--- src/rtl/rtc_pkg.sv ---
package rtc_pkg;

  localparam int VALUE_BITS = 64;

  localparam int BIN_DIGITS = VALUE_BITS;
  localparam int OCT_DIGITS = (VALUE_BITS + 2) / 3;
  localparam int HEX_DIGITS = (VALUE_BITS + 3) / 4;

  // The emit shifter is wide enough to hold whole octal or hex groups.
  localparam int SR_W = (3 * OCT_DIGITS > 4 * HEX_DIGITS) ? 3 * OCT_DIGITS : 4 * HEX_DIGITS;

  localparam int CNT_W = $clog2(VALUE_BITS + 2);
  localparam int REM_W = $clog2(BIN_DIGITS + 1);

  localparam int CFG_IDX_W  = 1;
  localparam int CFG_DATA_W = 2;

  typedef enum logic [CFG_IDX_W-1:0] {
    CFG_SOURCE_RADIX = 1'b0,
    CFG_DEST_RADIX   = 1'b1
  } cfg_index_e;

  typedef enum logic [1:0] {
    RADIX_BIN = 2'd0,
    RADIX_OCT = 2'd1,
    RADIX_HEX = 2'd2
  } radix_e;

  typedef enum logic {
    FUNC_PARSE  = 1'b0,
    FUNC_FORMAT = 1'b1
  } func_e;

  typedef enum logic [1:0] {
    STATUS_OK   = 2'd0,
    STATUS_BAD  = 2'd1,
    STATUS_SAT  = 2'd2,
    STATUS_ZERO = 2'd3
  } status_e;

  typedef enum logic [1:0] {
    ST_IDLE,
    ST_SKIP,
    ST_EMIT,
    ST_FLAG
  } state_e;

  localparam logic [7:0] CHAR_0     = 8'd48;
  localparam logic [7:0] CHAR_1     = 8'd49;
  localparam logic [7:0] CHAR_7     = 8'd55;
  localparam logic [7:0] CHAR_9     = 8'd57;
  localparam logic [7:0] CHAR_LA    = 8'd97;
  localparam logic [7:0] CHAR_LF    = 8'd102;
  localparam logic [7:0] CHAR_UA    = 8'd65;
  localparam logic [7:0] CHAR_UF    = 8'd70;
  localparam logic [7:0] CHAR_LB    = 8'd98;
  localparam logic [7:0] CHAR_LO    = 8'd111;
  localparam logic [7:0] CHAR_LX    = 8'd120;
  localparam logic [7:0] LOWER_OFS  = 8'd87;
  localparam logic [7:0] UPPER_OFS  = 8'd55;

  localparam logic [CNT_W-1:0] BIN_LIMIT = CNT_W'(BIN_DIGITS);
  localparam logic [CNT_W-1:0] OCT_LIMIT = CNT_W'(OCT_DIGITS);
  localparam logic [CNT_W-1:0] HEX_LIMIT = CNT_W'(HEX_DIGITS);

endpackage

--- src/rtl/radix_text_converter_unit.sv ---
// Parse: one character beat per cycle; in_ready_o stays high through characters
// without end_of_text, so they can follow back to back.
// An end_of_text character or an integer beat loads a digit shifter (64/22/16 groups for
// binary/octal/hex) that drops one leading zero group or, while the output is not stalled,
// sends one digit beat per cycle; invalid text sends one flag beat instead. The next input
// beat is taken only once the last beat of the result has been issued.
// rst_ni clears the run state and the output beat, and sets source hex, dest binary.
module radix_text_converter_unit
  import rtc_pkg::*;
(
  input  logic                  clk_i,
  input  logic                  rst_ni,

  input  logic                  cfg_we_i,
  input  logic [CFG_IDX_W-1:0]  cfg_index_i,
  input  logic [CFG_DATA_W-1:0] cfg_data_i,

  input  logic                  in_valid_i,
  output logic                  in_ready_o,
  input  logic                  func_i,
  input  logic [7:0]            symbol_i,
  input  logic                  end_of_text_i,
  input  logic [63:0]           number_i,

  output logic                  out_valid_o,
  input  logic                  out_ready_i,
  output logic [7:0]            digit_char_o,
  output logic [1:0]            status_o,
  output logic                  last_digit_o
);

  logic [1:0]            src_radix_q, dst_radix_q;

  logic [VALUE_BITS-1:0] acc_q, acc_d;
  logic [CNT_W-1:0]      cnt_q, cnt_d;
  logic                  bad_q, bad_d;
  logic [1:0]            pos_q, pos_d;
  logic                  pzs_q, pzs_d;

  state_e                state_q, state_d;
  logic [SR_W-1:0]       sr_q, sr_d;
  logic [REM_W-1:0]      rem_q, rem_d;
  logic [1:0]            emit_radix_q, emit_radix_d;
  logic [1:0]            st_q, st_d;

  logic                  out_valid_q, out_valid_d;
  logic [7:0]            out_char_q, out_char_d;
  logic [1:0]            out_status_q, out_status_d;
  logic                  out_last_q, out_last_d;

  // Character decode.
  logic [7:0]            prefix_letter;
  logic [CNT_W-1:0]      src_limit;
  logic                  dig_ok;
  logic [3:0]            dig_val;
  logic                  dropped;
  logic                  in_fire;
  logic                  out_free;

  // Emit side.
  logic [3:0]            top_dig;
  logic [SR_W-1:0]       sr_shifted;
  logic [REM_W-1:0]      emit_groups;
  logic [7:0]            top_char;

  always_ff @(posedge clk_i or negedge rst_ni) begin
    if (!rst_ni) begin
      src_radix_q <= RADIX_HEX;
      dst_radix_q <= RADIX_BIN;
    end else if (cfg_we_i) begin
      unique case (cfg_index_i)
        CFG_SOURCE_RADIX: src_radix_q <= cfg_data_i;
        CFG_DEST_RADIX:   dst_radix_q <= cfg_data_i;
        default: ;
      endcase
    end
  end

  assign in_ready_o = (state_q == ST_IDLE);
  assign in_fire    = in_valid_i && in_ready_o;
  assign out_free   = !out_valid_q || out_ready_i;

  always_comb begin
    unique case (src_radix_q)
      RADIX_BIN: begin
        prefix_letter = CHAR_LB;
        src_limit     = BIN_LIMIT;
      end
      RADIX_OCT: begin
        prefix_letter = CHAR_LO;
        src_limit     = OCT_LIMIT;
      end
      default: begin
        prefix_letter = CHAR_LX;
        src_limit     = HEX_LIMIT;
      end
    endcase
  end

  always_comb begin
    logic [7:0] diff;
    diff    = symbol_i - CHAR_0;
    dig_ok  = 1'b0;
    dig_val = diff[3:0];
    unique case (src_radix_q)
      RADIX_BIN: dig_ok = (symbol_i == CHAR_0) || (symbol_i == CHAR_1);
      RADIX_OCT: dig_ok = (symbol_i >= CHAR_0) && (symbol_i <= CHAR_7);
      default: begin
        if ((symbol_i >= CHAR_0) && (symbol_i <= CHAR_9)) begin
          dig_ok = 1'b1;
        end else if ((symbol_i >= CHAR_LA) && (symbol_i <= CHAR_LF)) begin
          dig_ok = 1'b1;
          diff   = symbol_i - LOWER_OFS;
        end else if ((symbol_i >= CHAR_UA) && (symbol_i <= CHAR_UF)) begin
          dig_ok = 1'b1;
          diff   = symbol_i - UPPER_OFS;
        end
        dig_val = diff[3:0];
      end
    endcase
  end

  assign dropped = (pos_q == 2'd1) && pzs_q && (symbol_i == prefix_letter);

  // Top digit of the shifter, read at the top of the group span of the radix.
  always_comb begin
    unique case (emit_radix_q)
      RADIX_BIN: begin
        top_dig    = {3'b000, sr_q[BIN_DIGITS-1]};
        sr_shifted = {sr_q[SR_W-2:0], 1'b0};
      end
      RADIX_OCT: begin
        top_dig    = {1'b0, sr_q[3*OCT_DIGITS-1 -: 3]};
        sr_shifted = {sr_q[SR_W-4:0], 3'b000};
      end
      default: begin
        top_dig    = sr_q[4*HEX_DIGITS-1 -: 4];
        sr_shifted = {sr_q[SR_W-5:0], 4'b0000};
      end
    endcase
    top_char = (top_dig < 4'd10) ? (8'(top_dig) + CHAR_0) : (8'(top_dig) + LOWER_OFS);
  end

  always_comb begin
    unique case (dst_radix_q)
      RADIX_BIN: emit_groups = REM_W'(BIN_DIGITS);
      RADIX_OCT: emit_groups = REM_W'(OCT_DIGITS);
      default:   emit_groups = REM_W'(HEX_DIGITS);
    endcase
  end

  always_comb begin
    logic [VALUE_BITS-1:0] acc_n;
    logic [CNT_W-1:0]      cnt_n;
    logic                  bad_n;

    acc_d        = acc_q;
    cnt_d        = cnt_q;
    bad_d        = bad_q;
    pos_d        = pos_q;
    pzs_d        = pzs_q;
    state_d      = state_q;
    sr_d         = sr_q;
    rem_d        = rem_q;
    emit_radix_d = emit_radix_q;
    st_d         = st_q;
    out_valid_d  = out_valid_q && !out_ready_i;
    out_char_d   = out_char_q;
    out_status_d = out_status_q;
    out_last_d   = out_last_q;

    acc_n = acc_q;
    cnt_n = cnt_q;
    bad_n = bad_q;
    if (dropped) begin
      acc_n = '0;
      cnt_n = '0;
    end else if (!dig_ok) begin
      bad_n = 1'b1;
    end else if (cnt_q <= src_limit) begin
      unique case (src_radix_q)
        RADIX_BIN: acc_n = {acc_q[VALUE_BITS-2:0], dig_val[0]};
        RADIX_OCT: acc_n = {acc_q[VALUE_BITS-4:0], dig_val[2:0]};
        default:   acc_n = {acc_q[VALUE_BITS-5:0], dig_val};
      endcase
      cnt_n = cnt_q + 1'b1;
    end

    unique case (state_q)
      ST_IDLE: begin
        if (in_fire) begin
          emit_radix_d = dst_radix_q;
          rem_d        = emit_groups;
          if (func_i == FUNC_FORMAT) begin
            sr_d    = SR_W'(number_i[VALUE_BITS-1:0]);
            st_d    = STATUS_OK;
            state_d = ST_SKIP;
          end else begin
            acc_d = acc_n;
            cnt_d = cnt_n;
            bad_d = bad_n;
            if (pos_q == 2'd0) begin
              pzs_d = (symbol_i == CHAR_0);
            end
            if (pos_q != 2'd2) begin
              pos_d = pos_q + 2'd1;
            end
            if (end_of_text_i) begin
              acc_d = '0;
              cnt_d = '0;
              bad_d = 1'b0;
              pos_d = 2'd0;
              pzs_d = 1'b0;
              priority if (bad_n) begin
                st_d    = STATUS_BAD;
                state_d = ST_FLAG;
              end else if (cnt_n > src_limit) begin
                sr_d    = SR_W'({VALUE_BITS{1'b1}});
                st_d    = STATUS_SAT;
                state_d = ST_SKIP;
              end else begin
                sr_d    = SR_W'(acc_n);
                st_d    = STATUS_OK;
                state_d = ST_SKIP;
              end
            end
          end
        end
      end
      ST_SKIP: begin
        if ((top_dig == 4'd0) && (rem_q > REM_W'(1))) begin
          sr_d  = sr_shifted;
          rem_d = rem_q - 1'b1;
        end else if (out_free) begin
          out_valid_d = 1'b1;
          if (top_dig == 4'd0) begin
            // Every group was zero: one beat with no digit.
            out_char_d   = 8'd0;
            out_status_d = STATUS_ZERO;
            out_last_d   = 1'b1;
            state_d      = ST_IDLE;
          end else begin
            out_char_d   = top_char;
            out_status_d = st_q;
            out_last_d   = (rem_q == REM_W'(1));
            sr_d         = sr_shifted;
            rem_d        = rem_q - 1'b1;
            state_d      = (rem_q == REM_W'(1)) ? ST_IDLE : ST_EMIT;
          end
        end
      end
      ST_EMIT: begin
        if (out_free) begin
          out_valid_d  = 1'b1;
          out_char_d   = top_char;
          out_status_d = st_q;
          out_last_d   = (rem_q == REM_W'(1));
          sr_d         = sr_shifted;
          rem_d        = rem_q - 1'b1;
          if (rem_q == REM_W'(1)) begin
            state_d = ST_IDLE;
          end
        end
      end
      ST_FLAG: begin
        if (out_free) begin
          out_valid_d  = 1'b1;
          out_char_d   = 8'd0;
          out_status_d = st_q;
          out_last_d   = 1'b1;
          state_d      = ST_IDLE;
        end
      end
      default: state_d = ST_IDLE;
    endcase
  end

  always_ff @(posedge clk_i or negedge rst_ni) begin
    if (!rst_ni) begin
      state_q     <= ST_IDLE;
      acc_q       <= '0;
      cnt_q       <= '0;
      bad_q       <= 1'b0;
      pos_q       <= 2'd0;
      pzs_q       <= 1'b0;
      out_valid_q <= 1'b0;
    end else begin
      state_q     <= state_d;
      acc_q       <= acc_d;
      cnt_q       <= cnt_d;
      bad_q       <= bad_d;
      pos_q       <= pos_d;
      pzs_q       <= pzs_d;
      out_valid_q <= out_valid_d;
    end
  end

  always_ff @(posedge clk_i) begin
    sr_q         <= sr_d;
    rem_q        <= rem_d;
    emit_radix_q <= emit_radix_d;
    st_q         <= st_d;
    out_char_q   <= out_char_d;
    out_status_q <= out_status_d;
    out_last_q   <= out_last_d;
  end

  assign out_valid_o  = out_valid_q;
  assign digit_char_o = out_char_q;
  assign status_o     = out_status_q;
  assign last_digit_o = out_last_q;

  a_emit_has_digits: assert property (@(posedge clk_i) disable iff (!rst_ni)
    (state_q == ST_EMIT) |-> (rem_q != '0))
    else $error("digit emission with no groups left");

  a_no_digit_is_last: assert property (@(posedge clk_i) disable iff (!rst_ni)
    (out_valid_o && ((status_o == STATUS_ZERO) || (status_o == STATUS_BAD)))
      |-> (last_digit_o && (digit_char_o == 8'd0)))
    else $error("zero or invalid result must be a single empty beat");

  a_mid_text_no_result: assert property (@(posedge clk_i) disable iff (!rst_ni)
    (in_fire && (func_i == FUNC_PARSE) && !end_of_text_i) |=> (state_q == ST_IDLE))
    else $error("a character without end of text started emission");

  a_count_bounded: assert property (@(posedge clk_i) disable iff (!rst_ni)
    cnt_q <= (BIN_LIMIT + 1'b1))
    else $error("digit count ran past the saturation mark");

  a_digit_beat_ascii: assert property (@(posedge clk_i) disable iff (!rst_ni)
    (out_valid_o && ((status_o == STATUS_OK) || (status_o == STATUS_SAT)))
      |-> (((digit_char_o >= CHAR_0) && (digit_char_o <= CHAR_9))
           || ((digit_char_o >= CHAR_LA) && (digit_char_o <= CHAR_LF))))
    else $error("digit beat carries a non-digit character");

endmodule

--- config.mk ---
export PLATFORM = sky130hd
export DESIGN_NAME = radix_text_converter_unit
export DESIGN_NICKNAME = d
export VERILOG_FILES = /design/src/rtl/rtc_pkg.sv /design/src/rtl/radix_text_converter_unit.sv
export SDC_FILE = /design/constraint.sdc
export NUM_CORES = 1
export LEC_CHECK = 0
export BUFFER_PORTS_ARGS = -buffer_cell sky130_fd_sc_hd__buf_2
export CORE_MARGIN = 2
export CORE_UTILIZATION = 57
export CTS_BUF_LIST = sky130_fd_sc_hd__clkbuf_4 sky130_fd_sc_hd__clkbuf_8
export DETAILED_ROUTE_END_ITERATION = 10
export GPL_ROUTABILITY_DRIVEN = 0
export GPL_TIMING_DRIVEN = 0
export HOLD_SLACK_MARGIN = 0.1
export MAX_ROUTING_LAYER = met4
export PLACE_DENSITY = 0.91
export SLEW_MARGIN = 20
export SYNTH_ARGS = -nofsm -noshare
export SYNTH_HDL_FRONTEND = slang
export SYNTH_SLANG_ARGS = --single-unit
--- constraint.sdc ---
create_clock -name clk_i -period 8.5 [get_ports clk_i]
set_clock_uncertainty 0.1 [all_clocks]
set_input_delay 0.85 -clock clk_i [delete_from_list [all_inputs] [get_ports clk_i]]
set_output_delay 0.85 -clock clk_i [all_outputs]
set_load 0.03 [all_outputs]
# --- After elaboration in Yosys (flattened, before gate mapping) ---
# Cells that the tools add are included.
totals:
  register_bits: 170
  in_bits: 82
  output_inout_bits: 13
  word_cells: 180
classes:
  n_addsub: 8
  n_lt_le_gt_ge: 11
  eq_ne: 23
  n_mux: 81
  n_bitwise: 2
  reduce_logical: 39
ops:
  columns: ["operator", "n"]
  rows:
  - ["$mux 66", 8]
  - ["$mux 64", 5]
  - ["$pmux 66 s3", 1]
  - ["$pmux 66 s2", 1]
  - ["$pmux 64 s2", 1]
  - ["$mux 7", 9]
  - ["$mux 8", 6]
  - ["$mux 2", 20]
  - ["$pmux 7 s2", 2]
  - ["$pmux 8 s3", 1]
  - ["$pmux 7 s3", 1]
  - ["$eq 8x6->1 const B", 2]
  - ["$ge 8x7->1 const B", 2]
  - ["$le 8x6->1 const B", 2]
  - ["$le 8x7->1 const B", 2]
  - ["$mux 4", 4]
  - ["$mux 1", 15]
  - ["$reduce_and 7->1", 2]
  - ["$ne 2x2->1 const B", 6]
  - ["$reduce_and 4->1", 3]
  - ["$eq 2x1->1 const B", 5]
  - ["$logic_not 2->1", 5]
  - ["$pmux 5 s2", 1]
  - ["$reduce_and 5->1", 2]
  - ["other kinds (33)", 58]

# --- Longest topological paths before layout ---
logic_depth:
  ltp_word: 16
  depth_mapped: 22
  mapped_depth_nobuf: 19

# --- Worst setup path after synthesis ---
# Ideal clock, no wire load.
synth_timing:
  kind: "in2reg"
  start: "input port symbol_i[3]"
  end: "register sr_q[0] (enable)"
  setup_ns: 0.653
  arrival_ns: 8.651
  required_ns: 7.747
  slack_ns: -0.904
  path_stages: 7
  n_path_buf: 0
  cell_sequence: "or4b_4 a311oi_4 o22ai_2 a21oi_1 nand2_1 and3_1 nor4_1"
synth_between:
  elab_chain_len: 10
  word_cells_on_any_way: 24
  cone_classes: "order compare (7); eq/ne (4); mux (6); reduce/logical (7)"
synth_rtl:
  columns: ["item", "line", "rtl"]
  rows:
  - ["from (decl)", "radix_text_converter_unit.sv:21", "input logic [7:0] symbol_i,"]
  - ["$ge 8x7->1 or $le 8x7->1 (tied branches)", "radix_text_converter_unit.sv:114", "end else if ((symbol_i >= CHAR_UA) && (symbol_i <= CHAR_UF)) begin"]
  - ["$logic_and 1x1->1", "radix_text_converter_unit.sv:114", null]
  - ["$mux 1", "radix_text_converter_unit.sv:114", null]
  - ["$mux 1", "radix_text_converter_unit.sv:111", "end else if ((symbol_i >= CHAR_LA) && (symbol_i <= CHAR_LF)) begin"]
  - ["$mux 1", "radix_text_converter_unit.sv:109", "if ((symbol_i >= CHAR_0) && (symbol_i <= CHAR_9)) begin"]
  - ["$pmux 1 s2", "radix_text_converter_unit.sv:105", "unique case (src_radix_q)"]
  - ["$mux 1", "radix_text_converter_unit.sv:178", "end else if (!dig_ok) begin"]
  - ["$mux 1 (*)", "radix_text_converter_unit.sv:175", "if (dropped) begin"]
  - ["$ne 3x3->1 (no source line) (*)", null, null]
  - ["$reduce_and 7->1 (no source line) (*)", null, null]
  - ["to (signal assigned)", "radix_text_converter_unit.sv:299", "sr_q <= sr_d;"]
  - ["to (decl)", "radix_text_converter_unit.sv:41", "logic [SR_W-1:0] sr_q, sr_d;"]
# Mark *: on every way between the ends. The rest lies on a longest branch, timed or not.
# A chain may end at the register's enable or synchronous reset.

# --- Worst setup path after layout ---
layout_timing:
  start: "register src_radix_q[0]"
  end: "register sr_q[60] (data pin)"
layout_between:
  elab_chain_len: 13
  word_cells_on_any_way: 22
  cone_classes: "order compare (2); eq/ne (2); mux (16); reduce/logical (2)"
layout_rtl:
  columns: ["item", "line", "rtl"]
  rows:
  - ["from (decl)", "radix_text_converter_unit.sv:32", "logic [1:0] src_radix_q, dst_radix_q;"]
  - ["from (signal assigned)", "radix_text_converter_unit.sv:72", "CFG_SOURCE_RADIX: src_radix_q <= cfg_data_i;"]
  - ["$eq 2x1->1 or $logic_not 2->1 (tied branches)", "radix_text_converter_unit.sv:84, radix_text_converter_unit.sv:105, radix_text_converter_unit.sv:181", null]
  - ["$pmux 7 s2", "radix_text_converter_unit.sv:84", "unique case (src_radix_q)"]
  - ["$le 7x7->1", "radix_text_converter_unit.sv:180", "end else if (cnt_q <= src_limit) begin"]
  - ["$mux 7", "radix_text_converter_unit.sv:180", null]
  - ["$mux 7", "radix_text_converter_unit.sv:178", null]
  - ["$mux 7", "radix_text_converter_unit.sv:175", null]
  - ["$gt 7x7->1", "radix_text_converter_unit.sv:217", "end else if (cnt_n > src_limit) begin"]
  - ["$mux 64 (*)", "radix_text_converter_unit.sv:217", null]
  - ["$mux 66 (*)", "radix_text_converter_unit.sv:214", "priority if (bad_n) begin"]
  - ["$mux 66 (*)", "radix_text_converter_unit.sv:208", "if (end_of_text_i) begin"]
  - ["$mux 66 (*)", "radix_text_converter_unit.sv:194", "if (func_i == FUNC_FORMAT) begin"]
  - ["$mux 66 (*)", "radix_text_converter_unit.sv:191", "if (in_fire) begin"]
  - ["$pmux 66 s3 (*)", "radix_text_converter_unit.sv:189", "unique case (state_q)"]
  - ["via sr_d[60]", "radix_text_converter_unit.sv:41", null]
# Mark *: on every way through the listed nets, which the timed path passes. The rest lies on a longest branch. The select of a mux whose other input is x is not followed.

==> impl_results.rst <==
.. list-table::
   :header-rows: 1

   * - Metric
     - Value
   * - Largest voltage drop on the vdd net
     - 0.153 mV
   * - CTS root buf
     - clkbuf_8
   * - Core Util, Final
     - 0.648
   * - Element type at the critical path start
     - register
   * - Combinational fraction of design power
     - 0.462
   * - Unrepaired setup endpoints after global routing
     - false
   * - Overall fraction of global-route tracks in use
     - 0.321
   * - Routed length per placed instance
     - 18.4 um
   * - Crit path arrival time
     - 7.15 ns
   * - CTS tree
     - done
   * - Number of hold buffers added after cts
     - 0
   * - Static leakage power
     - 0.00494 uW
   * - Top-Level Pins
     - 95
   * - Antenna violations before repair
     - 0
   * - Total CTS buffers
     - 17
   * - Area taken by multi-input logic gates
     - 0.00611 mm^2
   * - Warning count from the yosys run
     - 0
   * - Critical-path maximum fanout
     - 10
   * - Most common library cell in the layout ignoring fill and taps
     - nand2_1
   * - Outcome
     - complete, no violations
   * - Start point of the critical path
     - src_radix_q[0]
   * - Startpoint of the most critical register-to-register path
     - src_radix_q[0]
   * - Switching share of power
     - 0.443
   * - Count of final max-slew check failures
     - 0
   * - Overall overflow remaining after global route
     - 0
   * - Worst Tran Pin Value
     - 1.02 ns
   * - N_diodes
     - 0
   * - Clock network fraction of design power
     - 0.150
   * - Kind of critical path
     - reg -> reg
   * - Final setup violation count
     - 0
   * - Crit path setup slack, layout
     - 1.47 ns
   * - Cell area after synthesis
     - 0.0113 mm^2
   * - Deepest clock path buffer count
     - 2
   * - Effective utilization at floorplan
     - 0.580
   * - Switch Pwr
     - 1740 uW
   * - Final worst path period share
     - 0.828
   * - CTS Sinks
     - 169
   * - Horizontal die dimension
     - 145 um
   * - Die Area
     - 0.0209 mm^2
   * - Detailed-route wire length
     - 32200 um
   * - Worst slack at placement
     - 1.97 ns
   * - Count of cells resized by post-cts repair
     - 0
   * - Cell internal power dissipation
     - 2180 uW
   * - DP Cell Count
     - 1717
   * - Sequential Power Share
     - 0.388
   * - Count of nets left with antenna violations after detail routing
     - 0
   * - Largest net degree at the start of global routing
     - 54
   * - Relative max-transition margin
     - 0.317
   * - Synthesized net count
     - 1455
   * - First-pass GRT wire length
     - 51800 um
   * - Data required, critical path
     - 8.61 ns
   * - Async SR Flop Fraction
     - 0.485
   * - Total setup buffers inserted after CTS
     - 0
   * - Vias in the first global route
     - 10600
   * - Detailed Route Iter0 Violations
     - 1646
   * - Share of final-layout standard cells stronger than drive strength 1
     - 0.103
   * - Share of synthesized area occupied by flip-flops and latches
     - 0.414
   * - Number of enable-type register cells in the synthesized netlist
     - 87
   * - Most frequent cells in the layout
     - nand2_1, o21ai_0, mux2i_1
   * - Die H
     - 145 um
   * - Leading register cell type out of synthesis
     - edfxtp_1
   * - Synth cell types
     - 70
   * - HPWL after detailed placement
     - 22900 um
   * - Post-route worst hold slack
     - 0.228 ns
   * - Capturing element type of the critical path
     - register
   * - Max-capacitance violation count
     - 0
   * - Clock-pin transition on the worst setup and hold timing paths
     - 0.12 ns
   * - Layout-stage area growth over the synthesis result
     - 11.7%
   * - Number of remaining DRC errors
     - 0
   * - Final critical delay including setup and external delays
     - 7.03 ns
   * - Cell count after synthesis
     - 1351
   * - Average via count per standard cell
     - 6.47
   * - Core ar.
     - 0.0195 mm^2
   * - DRT Pass-1 Iters
     - 8
   * - Fin. Hold Viols
     - 0
   * - Final-stage net count
     - 1575
   * - Total power per unit cell area
     - 311 mW/mm^2
   * - Synthesis-stage register bit count
     - 169
   * - Port-buffer cells
     - 93
   * - Mean cell area of the mapped netlist
     - 8.35 um^2
   * - Filler cell count in the final layout
     - 1503
   * - Clock insertion delay at the later pin of the skew report
     - 0.49 ns
   * - Fin cells
     - 1749
   * - Sequential cell area
     - 0.00467 mm^2
   * - Path type of the worst min-delay path
     - in -> async
   * - Core Rows
     - 51
   * - Maximum clock rate
     - 142 MHz
   * - Htree depth
     - 4
   * - Via count
     - 11300
==> critical path: stages (launching register included) <==
cell      delay [ns]
dfrtp_1         0.40
buf_1           0.60
buf_1           0.59
nand2_1         0.22
inv_1           0.14
ha_1            0.23
and3b_1         0.18
and4_1          0.21
a31oi_1         0.48
or2_1           0.18
clkbuf_1        0.55
clkbuf_1        0.54
nor2_1          0.13
xnor2_1         0.15
nor2_1          0.15
ha_1            0.29
a21o_1          0.16
a221o_1         0.40
nand2_1         0.51
buf_2           0.38
a31oi_1         0.15
==> power groups by stage <==
stage	registers [uW]	clock network, uW	logic [uW]
global route	1540	617	1970
global placement	1540	0	1620
finish	1520	588	1810
floorplan	1530	0	1210
CTS	1510	587	1760
detailed placement	1520	0	1750
==> final timing paths <==
path	end	slack (ns)	depth (start not counted)
max	sr_q[60]	1.47	20
min	src_radix_q[0]	0.23	2
max reg2reg	sr_q[60]	1.47	20
min reg2reg	acc_q[63]	0.40	2
max in group asynchronous	acc_q[22]	7.58	3
min in group clk_i	acc_q[63]	0.40	2
==> final cells by class <==
| class | count | area share |
|---|---|---|
| Inverter | 27 | 0.00804 |
| Multi-Input combinational cell | 1047 | 0.485 |
| Tap cell | 265 | 0.0263 |
| Clock inverter | 15 | 0.0132 |
| Sequential cell | 169 | 0.370 |
| Clock buffer | 17 | 0.0186 |
| Buffer | 108 | 0.0331 |
| Timing Repair Buffer | 101 | 0.0457 |
==> registers in the layout, indices dropped and copies added (netlist names), 2 cells and up <==
name          flops
sr_q             66
acc_q            64
cnt_q             7
digit_char_o      7
rem_q             7
dst_radix_q       2
emit_radix_q      2
pos_q             2
src_radix_q       2
st_q              2
state_q           2
status_o          2
==> synthesized netlist by cell type, types with 8 or more instances <==
cell / count / area share
clkbuf_1: 91 / 0.030
dfrtp_1: 81 / 0.18
edfxtp_1: 87 / 0.23
mux2i_1: 125 / 0.11
o21ai_0: 202 / 0.090
nand2b_1: 8 / 0.0044
a31oi_1: 63 / 0.035
ha_1: 22 / 0.024
o22ai_1: 60 / 0.033
buf_1: 10 / 0.0033
nor2_1: 91 / 0.030
a21oi_1: 73 / 0.032
nand2_1: 278 / 0.093
nor3_1: 10 / 0.0044
inv_1: 26 / 0.0087
xnor2_1: 10 / 0.0078
==> cell families (layout without fill, tap and decap cells) <==
kind of cell | after synthesis | count (layout) | synth area share
AOI/OAI and AO/OA | 451 | 451 | 0.232
and+or+nand+nor | 430 | 430 | 0.158
DFF | 169 | 169 | 0.414
buffers and inverters | 135 | 268 | 0.0459
muxes | 130 | 130 | 0.116
adders and majority gates | 22 | 22 | 0.0244
xor gates and xnor gates | 13 | 13 | 0.0101
other | 1 | 1 | 0.000332
==> metrics by stage <==
stage,total power [uW],area [um^2],TNS (ns)
final,3920,12600,0
after global routing,4130,12600,0
after CTS,3860,12600,0
after detailed placement,3280,12200,0
after global placement,3160,12100,-14.92
after floorplan,2740,11300,0
==> layer usage <==
layer | wire, um | part of all wire | global-route usage
met1 | 12600 | 0.39 | 0.403
met4 | 1770 | 0.055 | 0.172
met5 | 0 | 0 | -
met2 | 14900 | 0.46 | 0.497
met3 | 2880 | 0.089 | 0.0602
Note: power is estimated with default switching activity, not from simulation.
